### src/rtl/spq_pkg.sv
package spq_pkg;

  localparam int unsigned TAG_W  = 16;
  localparam int unsigned PRIO_W = 4;
  localparam int unsigned CAP_W  = 7;
  localparam int unsigned OCC_W  = 7;

  localparam logic [CAP_W-1:0] CAP_RESET = 7'd64;

  typedef enum logic {
    KIND_ENQ = 1'b0,
    KIND_DEQ = 1'b1
  } kind_e;

  typedef enum logic [1:0] {
    ST_DONE  = 2'd0,
    ST_FULL  = 2'd1,
    ST_EMPTY = 2'd2
  } status_e;

  typedef struct packed {
    kind_e             kind;
    logic [TAG_W-1:0]  entry_tag;
    logic [PRIO_W-1:0] entry_priority;
  } req_t;

  typedef struct packed {
    status_e           status;
    logic [TAG_W-1:0]  out_tag;
    logic [PRIO_W-1:0] out_priority;
    logic [OCC_W-1:0]  occupancy;
  } rsp_t;

  typedef struct packed {
    logic [TAG_W-1:0]  tag;
    logic [PRIO_W-1:0] prio;
  } entry_t;

  // shared control broadcast to every cell
  typedef struct packed {
    logic   enq;
    logic   deq;
    entry_t ins;
  } cell_ctl_t;

endpackage

### src/rtl/spq_cell.sv
module spq_cell (
  input  logic              clk_i,
  input  spq_pkg::cell_ctl_t ctl_i,
  input  logic              occ_i,
  input  spq_pkg::entry_t   prev_entry_i,
  input  logic              prev_disp_i,
  input  spq_pkg::entry_t   next_entry_i,
  output spq_pkg::entry_t   entry_o,
  output logic              disp_o
);
  import spq_pkg::*;

  entry_t entry_q, entry_d;

  // new entry lands at or before this slot
  assign disp_o = !occ_i || (entry_q.prio < ctl_i.ins.prio);

  always_comb begin
    entry_d = entry_q;
    if (ctl_i.enq) begin
      if (disp_o) begin
        entry_d = prev_disp_i ? prev_entry_i : ctl_i.ins;
      end
    end else if (ctl_i.deq) begin
      entry_d = next_entry_i;
    end
  end

  always_ff @(posedge clk_i) begin
    entry_q <= entry_d;
  end

  assign entry_o = entry_q;

endmodule

### src/rtl/stable_priority_queue_core.sv
// channel | direction | handshake                | payload
// request | in        | req_valid_i / req_ready_o | req_i (kind, tag, priority)
// result  | out       | rsp_valid_o / rsp_ready_i | rsp_o (status, tag, priority, occupancy)
// config  | in        | cfg_we_i                  | cfg_wdata_i (capacity limit)
//
// each request is handled by the row of cells shifting in parallel, so
// insertion and removal update every slot together and the result is registered
// one request per cycle is accepted as long as the result register is free or drained
// a stalled result holds the request side only while it is not taken
// reset clears the fill count, the result valid and sets the capacity to 64;
// cell contents are not cleared, slots at or above the fill count never reach a result
module stable_priority_queue_core #(
  parameter int unsigned DEPTH = 64
) (
  input  logic          clk_i,
  input  logic          rst_ni,
  input  logic          req_valid_i,
  output logic          req_ready_o,
  input  spq_pkg::req_t req_i,
  output logic          rsp_valid_o,
  input  logic          rsp_ready_i,
  output spq_pkg::rsp_t rsp_o,
  input  logic          cfg_we_i,
  input  logic [spq_pkg::CAP_W-1:0] cfg_wdata_i
);
  import spq_pkg::*;

  // fill count must hold DEPTH itself
  localparam int unsigned CW = $clog2(DEPTH + 1);
  // width wide enough for both count and capacity register
  localparam int unsigned LW = (CW > CAP_W) ? CW : CAP_W;

  logic [CW-1:0]    count_q, count_d;
  logic [CAP_W-1:0] cap_q;
  logic             rsp_valid_q;
  rsp_t             rsp_q, rsp_d;

  logic [LW-1:0] cap_ext, eff_lim;
  logic          full, empty, req_fire;
  cell_ctl_t     ctl;

  entry_t        cell_entry [DEPTH];
  logic [DEPTH-1:0] cell_disp;
  logic [DEPTH-1:0] cell_occ;

  // result register decouples the two sides
  assign req_ready_o = !rsp_valid_q || rsp_ready_i;
  assign req_fire    = req_valid_i && req_ready_o;

  // zero or over-depth capacity falls back to full depth
  assign cap_ext = LW'(cap_q);
  assign eff_lim = ((cap_q == '0) || (cap_ext > LW'(DEPTH))) ? LW'(DEPTH) : cap_ext;
  assign full    = LW'(count_q) >= eff_lim;
  assign empty   = (count_q == '0);

  assign ctl.enq = req_fire && (req_i.kind == KIND_ENQ) && !full;
  assign ctl.deq = req_fire && (req_i.kind == KIND_DEQ) && !empty;
  assign ctl.ins.tag  = req_i.entry_tag;
  assign ctl.ins.prio = req_i.entry_priority;

  // row of cells, slot 0 is the head
  for (genvar gi = 0; gi < DEPTH; gi++) begin : g_cell
    localparam logic [CW-1:0] IDX = CW'(gi);
    entry_t prev_entry, next_entry;
    logic   prev_disp;

    assign cell_occ[gi] = count_q > IDX;

    if (gi == 0) begin : g_head
      assign prev_entry = ctl.ins;
      assign prev_disp  = 1'b0;
    end else begin : g_mid
      assign prev_entry = cell_entry[gi-1];
      assign prev_disp  = cell_disp[gi-1];
    end

    if (gi == DEPTH - 1) begin : g_tail
      assign next_entry = cell_entry[gi];
    end else begin : g_body
      assign next_entry = cell_entry[gi+1];
    end

    spq_cell u_cell (
      .clk_i        (clk_i),
      .ctl_i        (ctl),
      .occ_i        (cell_occ[gi]),
      .prev_entry_i (prev_entry),
      .prev_disp_i  (prev_disp),
      .next_entry_i (next_entry),
      .entry_o      (cell_entry[gi]),
      .disp_o       (cell_disp[gi])
    );
  end

  // next fill count and result
  always_comb begin
    count_d = count_q;
    if (ctl.enq) begin
      count_d = count_q + CW'(1);
    end else if (ctl.deq) begin
      count_d = count_q - CW'(1);
    end

    rsp_d.status       = ST_DONE;
    rsp_d.out_tag      = '0;
    rsp_d.out_priority = '0;
    if (req_i.kind == KIND_ENQ) begin
      if (full) begin
        rsp_d.status = ST_FULL;
      end
    end else if (empty) begin
      rsp_d.status = ST_EMPTY;
    end else begin
      // head leaves on dequeue
      rsp_d.out_tag      = cell_entry[0].tag;
      rsp_d.out_priority = cell_entry[0].prio;
    end
    rsp_d.occupancy = OCC_W'(count_d);
  end

  always_ff @(posedge clk_i or negedge rst_ni) begin
    if (!rst_ni) begin
      count_q     <= '0;
      cap_q       <= CAP_RESET;
      rsp_valid_q <= 1'b0;
    end else begin
      count_q <= count_d;
      if (cfg_we_i) begin
        cap_q <= cfg_wdata_i;
      end
      if (req_fire) begin
        rsp_valid_q <= 1'b1;
      end else if (rsp_ready_i) begin
        rsp_valid_q <= 1'b0;
      end
    end
  end

  // result payload, no reset needed
  always_ff @(posedge clk_i) begin
    if (req_fire) begin
      rsp_q <= rsp_d;
    end
  end

  assign rsp_valid_o = rsp_valid_q;
  assign rsp_o       = rsp_q;

  // fill count never passes the row length
  a_count_bound: assert property (@(posedge clk_i) disable iff (!rst_ni)
    LW'(count_q) <= LW'(DEPTH))
    else $error("fill count beyond depth");

  // a successful dequeue drops the count by exactly one
  a_deq_count: assert property (@(posedge clk_i) disable iff (!rst_ni)
    (req_fire && (req_i.kind == KIND_DEQ) && (count_q != '0))
      |=> (count_q == $past(count_q) - CW'(1)))
    else $error("dequeue did not shrink the queue by one");

  // a full enqueue leaves the count unchanged
  a_full_hold: assert property (@(posedge clk_i) disable iff (!rst_ni)
    (req_fire && (req_i.kind == KIND_ENQ) && full) |=> $stable(count_q))
    else $error("rejected enqueue changed the fill count");

  // an empty status always reports zero occupancy and a zero out tag
  a_empty_rsp: assert property (@(posedge clk_i) disable iff (!rst_ni)
    (rsp_valid_q && (rsp_q.status == ST_EMPTY))
      |-> ((rsp_q.occupancy == '0) && (rsp_q.out_tag == '0)))
    else $error("empty status with nonzero fields");

endmodule

### config.mk
export PLATFORM = sky130hd
export DESIGN_NAME = stable_priority_queue_core
export DESIGN_NICKNAME = d
export VERILOG_FILES = /design/src/rtl/spq_pkg.sv /design/src/rtl/spq_cell.sv /design/src/rtl/stable_priority_queue_core.sv
export SDC_FILE = /design/constraint.sdc
export NUM_CORES = 2
export LEC_CHECK = 0
export ABC_AREA = 1
export BUFFER_PORTS_ARGS = -buffer_cell sky130_fd_sc_hd__buf_2
export CORE_MARGIN = 2
export CORE_UTILIZATION = 45
export CTS_CLUSTER_SIZE = 40
export DETAILED_ROUTE_END_ITERATION = 6
export HOLD_SLACK_MARGIN = 0.02
export SLEW_MARGIN = 20
export SYNTH_ARGS = -nofsm -noshare
export SYNTH_HDL_FRONTEND = slang
export SYNTH_SLANG_ARGS = --single-unit
### constraint.sdc
create_clock -name clk_i -period 4 [get_ports clk_i]
set_clock_uncertainty 0.1 [all_clocks]
set_input_delay 0 -clock clk_i [delete_from_list [all_inputs] [get_ports clk_i]]
set_output_delay 0 -clock clk_i [all_outputs]
set_load 0.03 [all_outputs]
Word level (Yosys, flattened, before mapping)
Cells that the tools add are included.

Register bits: 1324. Input bits: 33. Output and inout port bits: 31. Word-level logic and storage cells: 798.

Add/subtract/negate cells: 2. Order comparisons: 130. Eq/ne operators: 63. Mux-type cells: 260. Bitwise operators: 1. Reduce and logical (&&, ||, !) cells: 207.

Operator list (count): $mux 20 (252); $lt 4x4->1 (64); $gt 7x6->1 const B (32); $reduce_and 2->1 (64); $ne 2x1->1 const B (63); $gt 7x5->1 const B (16); $logic_not 1->1 (67); $logic_or 1x1->1 (66); $gt 7x4->1 const B (8); $gt 7x3->1 const B (4); $mux 7 (3); $gt 7x1->1 const B (2); $gt 7x2->1 const B (2); $logic_not 7->1 (2); $add 7x1->7 const B (1); $ge 7x7->1 (1); $gt 7x7->1 const B (1); $sub 7x1->7 const B (1); $logic_and 1x1->1 (5); $mux 2 (2); $reduce_bool 2->1 (2); $mux 1 (3); $reduce_or 2->1 (1); $not 1->1 (1).

Longest topological paths before layout
Depth in word-level cells: 8. Gate-level depth with buffers: 22.

By module
Synthesis repeated with hierarchy kept, for this count alone.

Cells, all modules: 8700. Area total of the unflattened synthesis: 74335.0 um^2.

By module, submodules not included: spq_cell (times used 64, cells each 130, area an instance 1116.1 um^2); stable_priority_queue_core (times used 1, cells each 380, area an instance 2906.5 um^2).

Least setup slack after synthesis
Ideal clock, no wire load.

Path kind: register to register. Start: reg cap_q[5] (netlist: cap_ext[5]). End: reg g_cell[62].u_cell.entry_q (netlist bit g_cell[62].u_cell.entry_o[0]), enable pin. Setup time: 425 ps. Data arrival time: 3576 ps. Required time: 3475 ps. Path slack: -101 ps. Stages on the path, launching flop included: 16. Clock period less this slack: 4101 ps. Cell sequence: dfrtp_1 > nor2_1 > nand4_1 > or2_2 > nand2_1 > inv_1 > nand2_1 > ha_1 > nand2_1 > inv_2 > a21oi_2 > nand3_1 > buf_6 > buf_4 > clkbuf_1 > o21ai_0.

Cells in the longest elaborated chain, start to end: 8. Elaborated cells on any way between the ends: 10. Classes of those cells: order compare: 2; eq/ne: 1; mux: 1; reduce/logical: 6.

Ends and longest elaborated chain: from (decl) (RTL line stable_priority_queue_core.sv:34) `logic [CAP_W-1:0] cap_q;`; from (signal assigned) (RTL line stable_priority_queue_core.sv:129) `cap_q <= cfg_wdata_i;`; $gt 7x7->1 or $logic_not 7->1 (tied branches) (RTL line stable_priority_queue_core.sv:52) `assign eff_lim = ((cap_q == '0) || (cap_ext > LW'(DEPTH))) ? LW'(DEPTH) : cap_ext;`; $logic_or 1x1->1 (RTL line stable_priority_queue_core.sv:52); $mux 7 (*) (RTL line stable_priority_queue_core.sv:52); $ge 7x7->1 (*) (RTL line stable_priority_queue_core.sv:53) `assign full = LW'(count_q) >= eff_lim;`; $logic_not 1->1 (*) (RTL line stable_priority_queue_core.sv:56) `assign ctl.enq = req_fire && (req_i.kind == KIND_ENQ) && !full;`; $logic_and 1x1->1 (*) (RTL line stable_priority_queue_core.sv:56); $ne 2x1->1 (no source line) or $reduce_bool 2->1 (tied branches); $reduce_and 2->1 (no source line) (*); to (signal assigned) (RTL line spq_cell.sv:30) `entry_q <= entry_d;`; to (decl) (RTL line spq_cell.sv:13) `entry_t entry_q, entry_d;`.

Every way passes the cells marked *; elsewhere a longest branch is shown, timed or not. A chain may end at the register's enable or synchronous reset.

==> load_flow_metrics.sql <==
INSERT INTO impl_metrics (metric_group, metric, value, unit) VALUES
('cells_and_area', 'areaGrowthSynthToFinish', '11.3', '%'),
('global_routing', 'gr-usage-all-layers', '26.4', '%'),
('logic_synthesis', 'netlist_area', '77600', 'um^2'),
('cts', 'cts-root-buf', 'sky130_fd_sc_hd__clkbuf_16', ''),
('place', 'gpl_congestion', '0.884', ''),
('floorplanning', 'rows', '152', ''),
('timing', 'slew_viol_final', '0', ''),
('global_routing', 'first_global_vias', '63800', ''),
('logic_synthesis', 'synth_area_leaders', 'sky130_fd_sc_hd__edfxtp_1 (51%), sky130_fd_sc_hd__nand2_1 (33%), sky130_fd_sc_hd__inv_1 (6.8%)', ''),
('logic_synthesis', 'netlist-cell-type-count', '33', ''),
('logic_synthesis', 'ys_seq_area_share', '51.1', '%'),
('setup_path', 'cp-start-kind', 'register', ''),
('cts', 'tritoncts_num_sinks', '1324', ''),
('power', 'pwr-share-seq', '39.9', '%'),
('setup_path', 'worst_ep_required_time', '4580', 'ps'),
('power', 'p_int', '35.8', 'mW'),
('cts', 'ctsHtreeMaxLevel', '4', ''),
('global_routing', 'grt-ovfl-total', '0', ''),
('logic_synthesis', 'ys_ff_latch', '1324', ''),
('cts', 'number_of_gates_given_a_new_drive_strength_after_cts', '0', ''),
('cts', 'insertion_delay', '810', 'ps'),
('cts', 'cts.clk_slew.worst_paths', '60', 'ps'),
('timing', 'fin_ws', '517', 'ps'),
('power', 'clock_power_share', '22.6', '%'),
('job', 'cap_violations', '0', ''),
('timing', 'worst_slew_pin_slew', '1060', 'ps'),
('power', 'power.share.combinational', '37.5', '%'),
('cells_and_area', 'finish.utilization', '50.4', '%'),
('logic_synthesis', 'avgSynthCellArea', '7.30', 'um^2'),
('setup_path', 'worst-r2r-setup-slack', '520', 'ps'),
('cells_and_area', 'layout-drive-gt1-share', '5.69', '%'),
('route', 'detail_route.drc_violations', '0', ''),
('route', 'routed_via_density', '4.95', ''),
('power', 'power_leakage', '51.7', 'nW'),
('timing', 'rsz0062_at_grt', 'no', ''),
('cts', 'number_of_buffers_added_by_the_clock_tree_synthesis_step', '153', ''),
('setup_path', 'cp-end-kind', 'register', ''),
('power', 'total_net_switching_power', '23.9', 'mW'),
('power', 'net_switching_fraction_of_the_power', '40.1', '%'),
('power', 'power.density_cell_area', '690', 'nW/um^2'),
('floorplanning', 'initial_utilization', '45.2', '%'),
('cells_and_area', 'final_net_count', '10900', ''),
('status', 'run_status', 'finished clean', ''),
('logic_synthesis', 'synthCells', '10600', ''),
('logic_synthesis', 'syn-num-nets', '10900', ''),
('route', 'postRouteAntennaNets', '0', ''),
('cells_and_area', 'n_fill_cell', '17000', ''),
('timing', 'final_min_period_over_clock_period', '87.1', '%'),
('min_path', 'min-delay-path-class', 'in -> reg', ''),
('global_routing', 'grt_pass1_wl', '364000', 'um'),
('route', 'drt-wirelength-per-cell', '17.8', 'um'),
('global_routing', 'grt_max_degree', '156', ''),
('global_routing', 'initial_antenna_violation_count', '5', ''),
('floorplanning', 'die_outline_area', '176000', 'um^2'),
('floorplanning', 'chipWidth', '419', 'um'),
('timing', 'tns', '0', 'ps'),
('place', 'pre_cts_ws', '582', 'ps'),
('setup_path', 'path_max_fanout', '155', ''),
('setup_path', 'critPathKind', 'reg -> reg', ''),
('route', 'initialDrtViolationCount', '6257', ''),
('logic_synthesis', 'synthesis.yosys.warnings', '0', ''),
('timing', 'setup_viol', '0', ''),
('place', 'dpl.hpwl', '158000', 'um'),
('power', 'peak_vdd_ir', '0.429', 'mV'),
('route', 'route.final.wire_length', '232000', 'um'),
('floorplanning', 'num_io_pins', '64', ''),
('logic_synthesis', 'synth_largest_area_cell', 'sky130_fd_sc_hd__edfxtp_1', ''),
('route', 'detailroute.via_count', '64700', ''),
('timing', 'final_period_minus_worst_setup_slack', '3480', 'ps'),
('timing', 'hold_viol', '0', ''),
('setup_path', 'worstPathArrival', '4060', 'ps'),
('logic_synthesis', 'synth_largest_type_area_fraction', '50.6', '%'),
('cts', 'tritoncts', 'built', ''),
('floorplanning', 'core', '172000', 'um^2'),
('timing', 'fmax', '287', 'MHz'),
('timing', 'timing.slew.headroom', '28.9', '%'),
('cts', 'ctsLongestPathBuffers', '3', ''),
('route', 'first_pass_iters', '6', ''),
('place', 'numPortBuffers', '63', ''),
('floorplanning', 'die_height', '419', 'um');
-- cells in the final DEF (no fill, tap or decap), types with 4 or more instances in the layout --
cell / netlist / layout
sky130_fd_sc_hd__dlygate4sd3_1: 0 / 56
sky130_fd_sc_hd__diode_2: 0 / 5
sky130_fd_sc_hd__a21oi_1: 79 / 79
sky130_fd_sc_hd__clkinv_8: 0 / 4
sky130_fd_sc_hd__buf_12: 1 / 69
sky130_fd_sc_hd__clkbuf_16: 0 / 155
sky130_fd_sc_hd__buf_2: 349 / 63
sky130_fd_sc_hd__edfxtp_1: 1309 / 1309
sky130_fd_sc_hd__dfrtp_1: 14 / 14
sky130_fd_sc_hd__buf_4: 23 / 208
sky130_fd_sc_hd__inv_6: 0 / 8
sky130_fd_sc_hd__clkbuf_1: 146 / 34
sky130_fd_sc_hd__clkinv_2: 0 / 26
sky130_fd_sc_hd__nand2_4: 10 / 31
sky130_fd_sc_hd__nand3_1: 30 / 29
sky130_fd_sc_hd__nand2_1: 6797 / 6796
sky130_fd_sc_hd__ha_1: 203 / 203
sky130_fd_sc_hd__nor2_1: 66 / 66
sky130_fd_sc_hd__o21ai_1: 32 / 32
sky130_fd_sc_hd__bufinv_16: 0 / 6
sky130_fd_sc_hd__nand2_2: 31 / 11
sky130_fd_sc_hd__clkinv_1: 0 / 44
sky130_fd_sc_hd__inv_2: 10 / 10
sky130_fd_sc_hd__inv_1: 1406 / 1402
sky130_fd_sc_hd__o21ai_0: 71 / 70
-- power groups by stage --
stage / clock network (mW) / logic [mW] / registers, mW
after global placement: 0 / 21.8 / 24.0
after global routing: 14.2 / 25.6 / 24.2
final: 13.5 / 22.4 / 23.8
after CTS: 13.7 / 22.4 / 23.8
after detailed placement: 0 / 22.2 / 24.0
after floorplan: 0 / 15.7 / 23.0
-- layer usage --
metal  global-route usage, %  share of wire [%]  up-vias  routed length [um]
li1                        -                  -    31900                   -
met1                    35.2                 43    30200               99700
met2                    43.9                 47     2155              109000
met3                    3.25                6.2      454               14400
met4                    10.3                3.9        2                9150
met5                       0             0.0056        -                  13
-- worst paths after layout --
path	from	endpoint	depth (start not counted)
max	cap_ext[5]$_DFFE_PN0P_	g_cell[52].u_cell.entry_o[17]$_DFFE_PP_	17
min	req_i[6]	g_cell[63].u_cell.entry_o[6]$_DFFE_PP_	4
max reg2reg	cap_ext[5]$_DFFE_PN0P_	g_cell[52].u_cell.entry_o[17]$_DFFE_PP_	17
min reg2reg	g_cell[63].u_cell.entry_o[9]$_DFFE_PP_	g_cell[62].u_cell.entry_o[9]$_DFFE_PP_	2
max in group asynchronous	rst_ni	cap_ext[1]$_DFFE_PN0P_	3
min in group asynchronous	rst_ni	count_q[1]$_DFF_PN0_	3
-- cell usage after synthesis --
cell                          n
sky130_fd_sc_hd__nand2_1   6797
sky130_fd_sc_hd__inv_1     1406
sky130_fd_sc_hd__edfxtp_1  1309
sky130_fd_sc_hd__buf_2      349
sky130_fd_sc_hd__ha_1       203
sky130_fd_sc_hd__clkbuf_1   146
sky130_fd_sc_hd__a21oi_1     79
sky130_fd_sc_hd__o21ai_0     71
sky130_fd_sc_hd__nor2_1      66
sky130_fd_sc_hd__o21ai_1     32
sky130_fd_sc_hd__nand2_2     31
sky130_fd_sc_hd__nand3_1     30
sky130_fd_sc_hd__buf_6       25
sky130_fd_sc_hd__buf_4       23
sky130_fd_sc_hd__dfrtp_1     14
sky130_fd_sc_hd__inv_2       10
sky130_fd_sc_hd__nand2_4     10
sky130_fd_sc_hd__mux2_2       3
sky130_fd_sc_hd__nand4_1      3
sky130_fd_sc_hd__nor2_2       3
sky130_fd_sc_hd__or2_0        3
sky130_fd_sc_hd__xnor2_1      2
sky130_fd_sc_hd__xor2_1       2
sky130_fd_sc_hd__a21oi_2      1
sky130_fd_sc_hd__a31oi_1      1
sky130_fd_sc_hd__a41oi_1      1
sky130_fd_sc_hd__buf_12       1
sky130_fd_sc_hd__dfstp_2      1
sky130_fd_sc_hd__inv_4        1
sky130_fd_sc_hd__nand3_2      1
sky130_fd_sc_hd__o21bai_1     1
sky130_fd_sc_hd__o31ai_1      1
sky130_fd_sc_hd__or2_2        1
-- critical path, stage by stage, from the launching register on --
cell	delay, ps
sky130_fd_sc_hd__dfrtp_1	400
sky130_fd_sc_hd__nor2_1	110
sky130_fd_sc_hd__nand4_1	130
sky130_fd_sc_hd__or2_2	290
sky130_fd_sc_hd__nand2_1	80
sky130_fd_sc_hd__nor2_1	60
sky130_fd_sc_hd__ha_1	270
sky130_fd_sc_hd__inv_1	40
sky130_fd_sc_hd__nand2_1	50
sky130_fd_sc_hd__nand2_1	50
sky130_fd_sc_hd__nand2_1	50
sky130_fd_sc_hd__nand2_1	90
sky130_fd_sc_hd__nand3_4	110
sky130_fd_sc_hd__buf_12	230
sky130_fd_sc_hd__buf_12	510
sky130_fd_sc_hd__buf_4	430
sky130_fd_sc_hd__nand2_1	90
sky130_fd_sc_hd__nand2_1	90
-- state kept, by name (all words and copies together) (netlist names) --
| signal | count |
|---|---|
| cap_ext | 7 |
| count_q | 7 |
| g_cell.u_cell.entry_o | 1280 |
| rsp_o | 29 |
| rsp_valid_o | 1 |
-- cell type report --
type,count,area [um^2],share of cell area (%)
sequential,1324,39700,45.9
multi-input combinational,7342,30000,34.7
inverter,1417,5330,6.17
clock buffer,189,4010,4.64
timing repair buffer,396,3820,4.42
tap,2310,2890,3.34
clock inverter,90,684,0.792
antenna,5,12.5,0.0145
-- timing repair --
item	4_1_cts	5_1_grt
hold buffers	56	0
endpoints found under the hold margin	919	0
buffers inserted	0	0
-- per-stage QoR --
| step | power, mW | hold WS [ps] | cells | cell area [um^2] |
|---|---|---|---|---|
| 5_1_grt | 64.0 | 75.8 | 13100 | 86400 |
| 3_3_place_gp | 45.7 | -154 | 12700 | 81100 |
| 4_1_cts | 59.8 | 57.7 | 13100 | 86400 |
| 6_report | 59.7 | 87.7 | 13100 | 86400 |
| 2_1_floorplan | 38.7 | -396 | 10600 | 77600 |
| 3_5_place_dp | 46.2 | -162 | 12700 | 81100 |
-- logic make-up (layout without fill, tap and decap cells) --
group | count (synthesis) | count (layout) | share of synthesized area (%)
XOR/XNOR | 4 | 4 | 0.0451
AO/OA/AOI/OAI | 187 | 187 | 1.22
buffers and inverters | 1961 | 2092 | 10.4
multiplexers | 3 | 3 | 0.0435
adder cells (fa/ha/maj) | 203 | 203 | 3.27
AND/OR/NAND/NOR | 6945 | 6945 | 33.9
other | 0 | 5 | 0
flip-flops | 1324 | 1324 | 51.1
Power figures use the tool's default switching activity.
